--- config.mk ---
export PLATFORM = sky130hd
export DESIGN_NAME = postfix_expression_evaluator_top_flat
export DESIGN_NICKNAME = d
export VERILOG_FILES = /design/src/rtl/core/pfx_pkg.sv /design/src/rtl/core/pfx_in_if.sv /design/src/rtl/core/pfx_out_if.sv /design/src/rtl/core/pfx_divider.sv /design/src/rtl/core/postfix_expression_evaluator_top.sv /design/src/flat_wrapper.sv
export SDC_FILE = /design/constraint.sdc
export NUM_CORES = 2
export LEC_CHECK = 0
export BUFFER_PORTS_ARGS = -buffer_cell sky130_fd_sc_hd__buf_2
export CORE_ASPECT_RATIO = 1.5
export CORE_UTILIZATION = 53
export DETAILED_ROUTE_END_ITERATION = 6
export PLACE_DENSITY = 0.75
export SYNTH_ARGS = -nofsm -noshare
export SYNTH_HDL_FRONTEND = slang
export SYNTH_SLANG_ARGS = --single-unit
--- constraint.sdc ---
create_clock -name clk -period 25.8 [get_ports clk]
set_clock_uncertainty 0.2 [all_clocks]
set_input_delay 1.29 -clock clk [delete_from_list [all_inputs] [get_ports clk]]
set_output_delay 1.29 -clock clk [all_outputs]
set_load 0.005 [all_outputs]
--- src/rtl/core/pfx_pkg.sv ---
`default_nettype none
package pfx_pkg;

	localparam int STACK_DEPTH = 64;
	localparam int VALUE_WIDTH = 32;
	localparam int IDX_W       = $clog2(STACK_DEPTH);
	localparam int CNT_W       = $clog2(STACK_DEPTH + 1);
	localparam int STEP_W      = $clog2(VALUE_WIDTH + 1);
	localparam int SYM_W       = 8;
	localparam int ERR_W       = 3;

	localparam logic [SYM_W-1:0] SYM_ZERO    = 8'd48;
	localparam logic [SYM_W-1:0] DIGIT_COUNT = 8'd10;
	localparam logic [SYM_W-1:0] SYM_PLUS    = 8'h2B;
	localparam logic [SYM_W-1:0] SYM_MINUS   = 8'h2D;
	localparam logic [SYM_W-1:0] SYM_TIMES   = 8'h2A;
	localparam logic [SYM_W-1:0] SYM_DIVIDE  = 8'h2F;

	localparam logic [ERR_W-1:0] ERR_NONE   = 3'd0;
	localparam logic [ERR_W-1:0] ERR_DIV0   = 3'd1;
	localparam logic [ERR_W-1:0] ERR_UNDER  = 3'd2;
	localparam logic [ERR_W-1:0] ERR_OVER   = 3'd3;
	localparam logic [ERR_W-1:0] ERR_SYMBOL = 3'd4;
	localparam logic [ERR_W-1:0] ERR_COUNT  = 3'd5;

	typedef enum logic [1:0] {
		ST_IDLE,
		ST_READ,
		ST_DIV
	} state_t;

	typedef struct packed {
		logic                   start;
		logic [VALUE_WIDTH-1:0] dividend;
		logic [VALUE_WIDTH-1:0] divisor;
	} div_req_t;

	typedef struct packed {
		logic                   done;
		logic [VALUE_WIDTH-1:0] quotient;
	} div_rsp_t;

endpackage
`default_nettype wire

--- src/rtl/core/pfx_in_if.sv ---
`default_nettype none
interface pfx_in_if import pfx_pkg::*; ();
	logic             valid;
	logic             ready;
	logic [SYM_W-1:0] symbol;
	logic             is_end;

	modport source (output valid, output symbol, output is_end, input ready);
	modport sink (input valid, input symbol, input is_end, output ready);
endinterface
`default_nettype wire

--- src/rtl/core/pfx_out_if.sv ---
`default_nettype none
interface pfx_out_if import pfx_pkg::*; ();
	logic                          valid;
	logic                          ready;
	logic signed [VALUE_WIDTH-1:0] value;
	logic [ERR_W-1:0]              error;

	modport source (output valid, output value, output error, input ready);
	modport sink (input valid, input value, input error, output ready);
endinterface
`default_nettype wire

--- src/rtl/core/pfx_divider.sv ---
`default_nettype none
module pfx_divider import pfx_pkg::*; (
	input  wire      clk,
	input  wire      arst_n,
	input  div_req_t req,
	output div_rsp_t rsp
);

	logic                    busy_q;
	logic                    done_q;
	logic [STEP_W-1:0]       cnt_q;
	logic [VALUE_WIDTH-1:0]  quo_q;
	logic [VALUE_WIDTH-1:0]  rem_q;
	logic [VALUE_WIDTH-1:0]  dvs_q;
	logic                    neg_q;
	logic [VALUE_WIDTH-1:0]  mag_a;
	logic [VALUE_WIDTH-1:0]  mag_b;
	logic [VALUE_WIDTH+1:0]  diff;

	assign mag_a = req.dividend[VALUE_WIDTH-1] ? -req.dividend : req.dividend;
	assign mag_b = req.divisor[VALUE_WIDTH-1] ? -req.divisor : req.divisor;
	assign diff  = {1'b0, rem_q, quo_q[VALUE_WIDTH-1]} - {2'b00, dvs_q};

	always_ff @(posedge clk or negedge arst_n) begin
		if (!arst_n) begin
			busy_q <= 1'b0;
			done_q <= 1'b0;
			cnt_q  <= '0;
		end else begin
			done_q <= 1'b0;
			if (req.start) begin
				busy_q <= 1'b1;
				cnt_q  <= STEP_W'(VALUE_WIDTH);
			end else if (busy_q) begin
				cnt_q <= cnt_q - STEP_W'(1);
				if (cnt_q == STEP_W'(1)) begin
					busy_q <= 1'b0;
					done_q <= 1'b1;
				end
			end
		end
	end

	// restoring division, one quotient bit per cycle
	always_ff @(posedge clk) begin
		if (req.start) begin
			rem_q <= '0;
			quo_q <= mag_a;
			dvs_q <= mag_b;
			neg_q <= req.dividend[VALUE_WIDTH-1] ^ req.divisor[VALUE_WIDTH-1];
		end else if (busy_q) begin
			if (diff[VALUE_WIDTH+1]) begin
				rem_q <= {rem_q[VALUE_WIDTH-2:0], quo_q[VALUE_WIDTH-1]};
				quo_q <= {quo_q[VALUE_WIDTH-2:0], 1'b0};
			end else begin
				rem_q <= diff[VALUE_WIDTH-1:0];
				quo_q <= {quo_q[VALUE_WIDTH-2:0], 1'b1};
			end
		end
	end

	assign rsp.done     = done_q;
	assign rsp.quotient = neg_q ? -quo_q : quo_q;

endmodule
`default_nettype wire

--- src/rtl/core/postfix_expression_evaluator_top.sv ---
// a digit is taken in the idle state; + - * pass through a stack read state, / also through a divide state
// wait states come from the registered stack memory read and the bit-serial divider
// an end transaction shows its result on the output in the cycle after acceptance
// a new transaction is accepted only in the idle state and while the output is not stalled
// reset clears state, stack count, sticky error and output valid; stack memory is not cleared
`default_nettype none
module postfix_expression_evaluator_top import pfx_pkg::*; (
	input wire       clk,
	input wire       arst_n,
	pfx_in_if.sink   in_ch,
	pfx_out_if.source out_ch
);

	state_t                  state_q;
	state_t                  state_d;
	logic [CNT_W-1:0]        count_q;
	logic [ERR_W-1:0]        err_q;
	logic [VALUE_WIDTH-1:0]  top_q;
	logic [VALUE_WIDTH-1:0]  rdata_q;
	logic [SYM_W-1:0]        op_q;
	logic                    out_valid_q;
	logic [VALUE_WIDTH-1:0]  out_value_q;
	logic [ERR_W-1:0]        out_error_q;
	logic [VALUE_WIDTH-1:0]  mem [STACK_DEPTH];

	logic                    accept;
	logic                    is_digit;
	logic                    is_op;
	logic                    op_go;
	logic [CNT_W-1:0]        cnt_m1;
	logic [CNT_W-1:0]        cnt_m2;
	logic                    mem_we;
	logic                    mem_re;
	logic [ERR_W-1:0]        new_err;
	logic [VALUE_WIDTH-1:0]  mul_res;
	logic [VALUE_WIDTH-1:0]  alu_res;
	div_req_t                div_req;
	div_rsp_t                div_rsp;

	assign accept   = in_ch.valid && in_ch.ready;
	assign is_digit = (in_ch.symbol >= SYM_ZERO) && (in_ch.symbol < SYM_ZERO + DIGIT_COUNT);
	assign is_op    = (in_ch.symbol == SYM_PLUS) || (in_ch.symbol == SYM_MINUS)
	               || (in_ch.symbol == SYM_TIMES) || (in_ch.symbol == SYM_DIVIDE);
	assign cnt_m1   = count_q - CNT_W'(1);
	assign cnt_m2   = count_q - CNT_W'(2);
	assign mul_res  = rdata_q * top_q;

	// error raised by a symbol transaction
	always_comb begin
		priority if (is_digit) begin
			new_err = (count_q == CNT_W'(STACK_DEPTH)) ? ERR_OVER : ERR_NONE;
		end else if (!is_op) begin
			new_err = ERR_SYMBOL;
		end else if (count_q < CNT_W'(2)) begin
			new_err = ERR_UNDER;
		end else if (in_ch.symbol == SYM_DIVIDE && top_q == '0) begin
			new_err = ERR_DIV0;
		end else begin
			new_err = ERR_NONE;
		end
	end

	always_comb begin
		unique case (op_q)
			SYM_PLUS:  alu_res = rdata_q + top_q;
			SYM_MINUS: alu_res = rdata_q - top_q;
			default:   alu_res = mul_res;
		endcase
	end

	// next state
	always_comb begin
		state_d = state_q;
		unique case (state_q)
			ST_IDLE: if (op_go) state_d = ST_READ;
			ST_READ: if (op_q == SYM_DIVIDE) state_d = ST_DIV;
			         else state_d = ST_IDLE;
			ST_DIV:  if (div_rsp.done) state_d = ST_IDLE;
			default: state_d = ST_IDLE;
		endcase
	end

	// outputs of the control
	always_comb begin
		in_ch.ready = (state_q == ST_IDLE) && (!out_valid_q || out_ch.ready);
		op_go  = accept && !in_ch.is_end && err_q == ERR_NONE && is_op && new_err == ERR_NONE;
		mem_we = accept && !in_ch.is_end && err_q == ERR_NONE && is_digit
		      && new_err == ERR_NONE && count_q != '0;
		mem_re = op_go;
		div_req.start    = (state_q == ST_READ) && (op_q == SYM_DIVIDE);
		div_req.dividend = rdata_q;
		div_req.divisor  = top_q;
	end

	always_ff @(posedge clk) begin
		if (mem_we) begin
			mem[cnt_m1[IDX_W-1:0]] <= top_q;
		end
		if (mem_re) begin
			rdata_q <= mem[cnt_m2[IDX_W-1:0]];
		end
	end

	always_ff @(posedge clk or negedge arst_n) begin
		if (!arst_n) begin
			state_q     <= ST_IDLE;
			count_q     <= '0;
			err_q       <= ERR_NONE;
			out_valid_q <= 1'b0;
		end else begin
			state_q <= state_d;
			if (out_ch.ready) begin
				out_valid_q <= 1'b0;
			end
			if (accept && in_ch.is_end) begin
				out_valid_q <= 1'b1;
				count_q     <= '0;
				err_q       <= ERR_NONE;
			end else if (accept && err_q == ERR_NONE) begin
				err_q <= new_err;
				if (is_digit && new_err == ERR_NONE) begin
					count_q <= count_q + CNT_W'(1);
				end
			end else if ((state_q == ST_READ && op_q != SYM_DIVIDE)
			             || (state_q == ST_DIV && div_rsp.done)) begin
				count_q <= cnt_m1;
			end
		end
	end

	always_ff @(posedge clk) begin
		if (accept && in_ch.is_end) begin
			priority if (err_q != ERR_NONE) begin
				out_value_q <= '0;
				out_error_q <= err_q;
			end else if (count_q != CNT_W'(1)) begin
				out_value_q <= '0;
				out_error_q <= ERR_COUNT;
			end else begin
				out_value_q <= top_q;
				out_error_q <= ERR_NONE;
			end
		end
		if (mem_re) begin
			op_q <= in_ch.symbol;
		end
		if (accept && !in_ch.is_end && err_q == ERR_NONE && is_digit && new_err == ERR_NONE) begin
			top_q <= VALUE_WIDTH'(in_ch.symbol - SYM_ZERO);
		end else if (state_q == ST_READ && op_q != SYM_DIVIDE) begin
			top_q <= alu_res;
		end else if (state_q == ST_DIV && div_rsp.done) begin
			top_q <= div_rsp.quotient;
		end
	end

	pfx_divider u_divider (
		.clk    (clk),
		.arst_n (arst_n),
		.req    (div_req),
		.rsp    (div_rsp)
	);

	assign out_ch.valid = out_valid_q;
	assign out_ch.value = out_value_q;
	assign out_ch.error = out_error_q;

endmodule
`default_nettype wire

--- src/flat_wrapper.sv ---
// flat-port wrapper written by rule: the top's interface ports become plain ports
module postfix_expression_evaluator_top_flat import pfx_pkg::*;
  (clk, arst_n, in_ch_valid, in_ch_symbol, in_ch_is_end, in_ch_ready, out_ch_valid, out_ch_value, out_ch_error, out_ch_ready);
  pfx_in_if in_ch_i ();
  pfx_out_if out_ch_i ();
  input wire clk;
  input wire arst_n;
  input wire logic [$bits(in_ch_i.valid)-1:0] in_ch_valid;
  input wire logic [$bits(in_ch_i.symbol)-1:0] in_ch_symbol;
  input wire logic [$bits(in_ch_i.is_end)-1:0] in_ch_is_end;
  output wire logic [$bits(in_ch_i.ready)-1:0] in_ch_ready;
  output wire logic [$bits(out_ch_i.valid)-1:0] out_ch_valid;
  output wire logic [$bits(out_ch_i.value)-1:0] out_ch_value;
  output wire logic [$bits(out_ch_i.error)-1:0] out_ch_error;
  input wire logic [$bits(out_ch_i.ready)-1:0] out_ch_ready;
  assign in_ch_i.valid = in_ch_valid;
  assign in_ch_i.symbol = in_ch_symbol;
  assign in_ch_i.is_end = in_ch_is_end;
  assign in_ch_ready = in_ch_i.ready;
  assign out_ch_valid = out_ch_i.valid;
  assign out_ch_value = out_ch_i.value;
  assign out_ch_error = out_ch_i.error;
  assign out_ch_i.ready = out_ch_ready;
  postfix_expression_evaluator_top u_core (.clk(clk), .arst_n(arst_n), .in_ch(in_ch_i), .out_ch(out_ch_i));
endmodule
Yosys cells after proc, flatten, opt, wreduce, memory -nomap -nowiden
Memory sizes are Yosys's and may differ from the RTL's. A register that Yosys moved wholly into a read port is not among the register bits.
Cells that the tools add are included.
{"block": "op_classes", "add_sub_neg": 11, "n_mul": 1, "div": 0, "n_lt_le_gt_ge": 3, "eq_ne": 16, "shift": 0, "mux": 40, "n_bitwise": 1, "reduce_logical": 38}
{"op": "32-bit 2-to-1 mux", "n": 8}
{"op": "32-bit negation", "n": 3}
{"op": "32-bit case mux with 2 select lines", "n": 1}
{"op": "8-bit by 6-bit == test with 1-bit output, second input constant", "n": 7}
{"op": "33-bit by 32-bit subtractor with 34-bit output", "n": 1}
{"op": "32-bit adder", "n": 1}
{"op": "32-bit logical NOT", "n": 1}
{"op": "32-bit by 32-bit multiplier with 32-bit output", "n": 1}
{"op": "32-bit subtractor", "n": 1}
{"op": "31-bit 2-to-1 mux", "n": 1}
{"op": "7-bit 2-to-1 mux", "n": 4}
{"op": "3-bit 2-to-1 mux", "n": 7}
{"op": "1-bit logical AND", "n": 17}
{"op": "1-bit 2-to-1 mux", "n": 12}
{"op": "6-bit 2-to-1 mux", "n": 2}
{"op": "3-bit nonzero test", "n": 3}
{"op": "8-bit by 6-bit subtractor with 9-bit output, second input constant", "n": 1}
{"op": "8-bit by 6-bit greater-or-equal comparator with 1-bit output, second input constant", "n": 1}
{"op": "8-bit by 6-bit less-than comparator with 1-bit output, second input constant", "n": 1}
{"op": "2-bit 2-to-1 mux", "n": 4}
{"op": "8-bit by 6-bit inequality test with 1-bit output, second input constant", "n": 1}
{"op": "7-bit by 1-bit adder with 7-bit output, second input constant", "n": 1}
{"op": "7-bit == test, second input constant", "n": 1}
{"op": "7-bit by 2-bit less-than comparator with 1-bit output, second input constant", "n": 1}
{"op": "20 further kinds", "n": 29}
{"block": "totals", "ff_bits": 193, "latch_bits": 0, "ram_bits": 2048, "romBits": 0, "inputBits": 13, "out_inout_bits": 37, "word_cells": 127, "n_memories": 1}
{"memory": "u_core.mem", "depth": 64, "width": 32, "read_ports": 1, "rd_ports_with_merged_regs": 1, "write_ports": 1, "line": "postfix_expression_evaluator_top.sv:24", "text": "logic [VALUE_WIDTH-1:0] mem [STACK_DEPTH];"}

Longest topological paths before layout
{"block": "depth", "depth_word": 11, "mapped_depth": 28, "ltp_nobuf": 26}

Modules after synthesis
A second synthesis with hierarchy kept.
{"block": "unflattened", "cells_unflattened": 6342, "area_unflattened_um2": 108624.2}
{"mod": "postfix_expression_evaluator_top", "n_inst": 1, "cells_each": 5467, "area_each_um2": 100935.6}
{"mod": "pfx_divider", "n_inst": 1, "cells_each": 875, "area_each_um2": 7688.6}

Worst setup path after synthesis
Ideal clock, no wire load.
{"block": "synth_timing", "kind": "flip-flop to flip-flop", "startpoint": "register u_core.top_q[6]", "endpoint": "register u_core.top_q[27] (data pin)", "setup_time_ns": 0.278, "t_arrival_ns": 7.751, "required_time_ns": 25.322, "path_slack_ns": 17.570, "stages_incl_launch_ff": 26, "path_cell_list": "edfxtp_1 -> buf_2 -> clkbuf_1 -> clkbuf_1 -> and2_1 -> fa_1 -> fa_1 -> fa_1 -> inv_1 -> fa_1 -> inv_1 -> fa_1 -> fa_1 -> fa_1 -> fa_1 -> ha_1 -> a21o_1 -> a21o_1 -> a21oi_1 -> o21ai_0 -> a31oi_1 -> nor2_1 -> a2111oi_0 -> nor3_1 -> o21ai_0 -> o211ai_1"}
{"block": "synth_between", "elab_chain_len": 9}
{"element": "from (decl)", "line": "postfix_expression_evaluator_top.sv:18", "text": "logic [VALUE_WIDTH-1:0] top_q;"}
{"element": "from (signal assigned)", "line": "postfix_expression_evaluator_top.sv:148", "text": "top_q <= VALUE_WIDTH'(in_ch.symbol - SYM_ZERO);"}
{"element": "from (signal assigned)", "line": "postfix_expression_evaluator_top.sv:150", "text": "top_q <= alu_res;"}
{"element": "from (signal assigned)", "line": "postfix_expression_evaluator_top.sv:152", "text": "top_q <= div_rsp.quotient;"}
{"element": "branches (longest 8 deep; another with 32-bit by 32-bit multiplier with 32-bit output)"}
{"element": "32-bit 2-to-1 mux (*)", "line": "postfix_expression_evaluator_top.sv:147", "text": "if (accept && !in_ch.is_end && err_q == ERR_NONE && is_digit && new_err == ERR_NONE) begin"}
Mark *: on every way between the ends.
A chain may end at the register's enable or synchronous reset.

Worst setup path after layout
{"block": "layout_timing", "startpoint": "register u_core.top_q[4]", "endpoint": "register u_core.top_q[27] (data pin)"}
Same word-level chain as after synthesis.

==> impl_metrics.env <==
export IMPL_setup_slack_ns=17.14
export IMPL_violations="DRC"
export IMPL_cts_resized=0
export IMPL_yosys_area_top_type="edfxtp_1"
export IMPL_grt_usage=0.292
export IMPL_htree_levels=4
export IMPL_grt_max_degree=142
export IMPL_drcViolationCount=2
export IMPL_die_x_um=371
export IMPL_grt_pass1_vias=62400
export IMPL_met1_usage=0.333
export IMPL_worstSkewPairLatency_ns=0.85
export IMPL_worstSetupPathType="register to register"
export IMPL_portBuffers=49
export IMPL_viasPerCell=6.49
export IMPL_ir_drop_uv=407
export IMPL_synth_cells=6315
export IMPL_ys_flop_type="edfxtp_1"
export IMPL_ys_top_cells_by_area="edfxtp_1 62%, mux4_2 14%, fa_1 7.6%"
export IMPL_synthArstFlopShare=0.00924
export IMPL_cts_inserted_buffers=197
export IMPL_top_usage_layer="met2"
export IMPL_worstSetupEndpointType="register"
export IMPL_synth_compound_area_frac=0.0308
export IMPL_synth_top_family_by_area="multiplexers"
export IMPL_vias=59800
export IMPL_power_density_mw_per_mm2=131
export IMPL_rows=202
export IMPL_ys_ff_latch=2273
export IMPL_dp_worst_setup_slack_ns=17.28
export IMPL_place_gp_congestion=0.974
export IMPL_routed_wl_um=296000
export IMPL_crit_fanout=57
export IMPL_synth_adder_area_share=0.0991
export IMPL_yosys_area_share_simple=0.0533
export IMPL_max_freq_ghz=0.116
export IMPL_grtUsageMet3=0.0492
export IMPL_synth_mux_area_frac=0.141
export IMPL_nets=7023
export IMPL_synth_xor_area_share=0.0211
export IMPL_cts_setup_buffers=0
export IMPL_critPathLaunchType="register"
export IMPL_start_util=0.535
export IMPL_relSlewSlack=0.110
export IMPL_required_ns=26.12
export IMPL_yosysMostFrequentCell="edfxtp_1"
export IMPL_tightest_slew_ns=1.32
export IMPL_fin_tns_setup_ns=0
export IMPL_gr_total_overflow=0
export IMPL_area_growth_pct=9.87
export IMPL_rsz0062_at_grt="false"
export IMPL_synthTopCellsByCount="2220 x edfxtp_1, 664 x mux4_2, 436 x inv_1"
export IMPL_cts_sinks=2273
export IMPL_tritoncts="done"
export IMPL_finalCritPeriodShare=0.335
export IMPL_status="complete, but fails checks"
export IMPL_final_hold_violation_count=0
export IMPL_min_path_type="primary input to async pin"
export IMPL_drv_cap=0
export IMPL_post_dp_cell_area_mm2=0.112
export IMPL_syn_cell_area_mm2=0.108
export IMPL_leakage_nw=40.8
export IMPL_rrSetupSlack_ns=17.14
export IMPL_drive_gt1_frac=0.197
export IMPL_wl_per_cell_um=32.1
export IMPL_hold_ws_ns=0.251
export IMPL_r2r_start="u_core.top_q[4]$_DFFE_PP_"
export IMPL_ys_warn_count=0
export IMPL_synthDistinctLibCells=76
export IMPL_clk_path_buf_depth=4
export IMPL_drv_slew=0
export IMPL_ant_nets=0
export IMPL_grt_pass1_wl_um=427000
export IMPL_coreArea_mm2=0.202
export IMPL_synth_net_count=6939
export IMPL_hold_buffers=0
export IMPL_fin_crit_ns=8.66
export IMPL_reg2reg_depth=26
export IMPL_drt_first_pass_iters=7
export IMPL_synth_top_area_frac=0.616
export IMPL_synth_edf_count=2220
export IMPL_grt_util_met2=0.492
export IMPL_synth_avg_cell_area_um2=17.1
export IMPL_finalSetupViolCount=0
export IMPL_hpwl_um=170000
export IMPL_io_pins=50
export IMPL_fin_area_mm2=0.119
export IMPL_rr_endpoint="u_core.top_q[27]$_DFFE_PP_"
export IMPL_root_buffer="clkbuf_16"
export IMPL_fp_dieH_um=555
export IMPL_cts_clk_slew_worst_paths_ns=0.07
export IMPL_drt_initial_drc_count=7378
export IMPL_cp_arrival_ns=8.97
export IMPL_dieArea_mm2=0.206
export IMPL_ys_seq_area_frac=0.627
export IMPL_antenna_found_initial=19
==> stage by stage <==
| stage | instances | power, mW | util |
|---|---|---|---|
| finish | 9218 | 15.5 | 0.588 |
| global route | 9215 | 16.2 | 0.588 |
| CTS | 9203 | 15.5 | 0.587 |
| detailed placement | 8852 | 12.5 | 0.556 |
| global placement | 8852 | 12.4 | 0.556 |
| floorplan | 6315 | 9.91 | - |
==> sequential cells by signal, summed over array words and instances (netlist names), 3 cells and up <==
name	cells
u_core.count_q	7
u_core.err_q	3
u_core.mem	2048
u_core.op_q	8
u_core.out_ch.error	3
u_core.out_ch.value	32
u_core.rdata_q	32
u_core.top_q	32
u_core.u_divider.cnt_q	6
u_core.u_divider.dvs_q	32
u_core.u_divider.quo_q	32
u_core.u_divider.rem_q	32
==> power by group <==
part	internal (mW)	switching, mW
sequential	4.18	0.0506
combinational	3.53	4.75
clock	1.67	1.35
total	9.38	6.15
==> metal layers <==
metal  up-vias  share of wire
li1      24000              -
met1     31200           0.32
met2      3628           0.50
met3       966          0.088
met4        10          0.091
met5         -        0.00028
==> cells in the final DEF, fill, tap and decap left out, types with 37 or more instances in the layout <==
| master | count |
|---|---|
| mux4_2 | 664 |
| o21ai_0 | 181 |
| nor2_1 | 110 |
| buf_4 | 177 |
| nand2_1 | 428 |
| ha_1 | 200 |
| xor2_1 | 107 |
| a21oi_1 | 133 |
| buf_2 | 49 |
| edfxtp_1 | 2220 |
| clkinv_2 | 37 |
| xnor2_1 | 149 |
| fa_1 | 410 |
| clkbuf_16 | 197 |
| and2_1 | 348 |
| inv_1 | 434 |
| nor2_4 | 64 |
==> layout make-up <==
type                    instances  area, µm²
fillers                     14500      83400
flip-flops and latches       2273      67800
multi-input cells            3260      37900
clock buffers                 233       5070
well taps                    2652       3320
repair buffers                231       1670
inverters                     436       1640
clock inverters               118       1320
diodes                         15       37.5
==> cell families (layout without fill, tap and decap cells) <==
kind of cell	Yosys count	in the layout
flops	2273	2273
simple gates	1157	1157
buf+inv	782	1018
compound gates	539	539
other cells	0	15
mux	693	693
xor+xnor	260	260
fa+ha+maj	611	611
==> worst max-delay path: stages (launching register included) <==
cell       delay [ns]
edfxtp_1         0.33
buf_4            0.42
buf_4            0.61
and2_1           0.24
fa_1             0.40
inv_1            0.08
fa_1             0.42
fa_1             0.48
fa_1             0.55
inv_1            0.05
fa_1             0.50
inv_1            0.05
fa_1             0.53
inv_1            0.05
fa_1             0.49
fa_1             0.42
ha_1             0.36
a21o_1           0.21
a21o_1           0.17
a21oi_1          0.24
o21ai_0          0.13
a31oi_1          0.38
nor2_1           0.07
a2111oi_0        0.49
nor3_1           0.11
o21ai_0          0.17
o211ai_1         0.11
==> worst max path at each step <==
| stage | startpoint | to | slack, ns | cells past startpoint |
|---|---|---|---|---|
| 3_3_place_gp | u_core.top_q[6]$_DFFE_PP_ | u_core.top_q[30]$_DFFE_PP_ | 17.43 | 21 |
| 3_5_place_dp | u_core.top_q[6]$_DFFE_PP_ | u_core.top_q[27]$_DFFE_PP_ | 17.28 | 23 |
| 5_1_grt | u_core.top_q[4]$_DFFE_PP_ | u_core.top_q[27]$_DFFE_PP_ | 16.85 | 26 |
| 2_1_floorplan | u_core.top_q[6]$_DFFE_PP_ | u_core.top_q[27]$_DFFE_PP_ | 17.57 | 25 |
| 4_1_cts | u_core.top_q[6]$_DFFE_PP_ | u_core.top_q[27]$_DFFE_PP_ | 17.23 | 23 |
| 6_report | u_core.top_q[4]$_DFFE_PP_ | u_core.top_q[27]$_DFFE_PP_ | 17.14 | 26 |
Power figures use the tool's default switching activity.
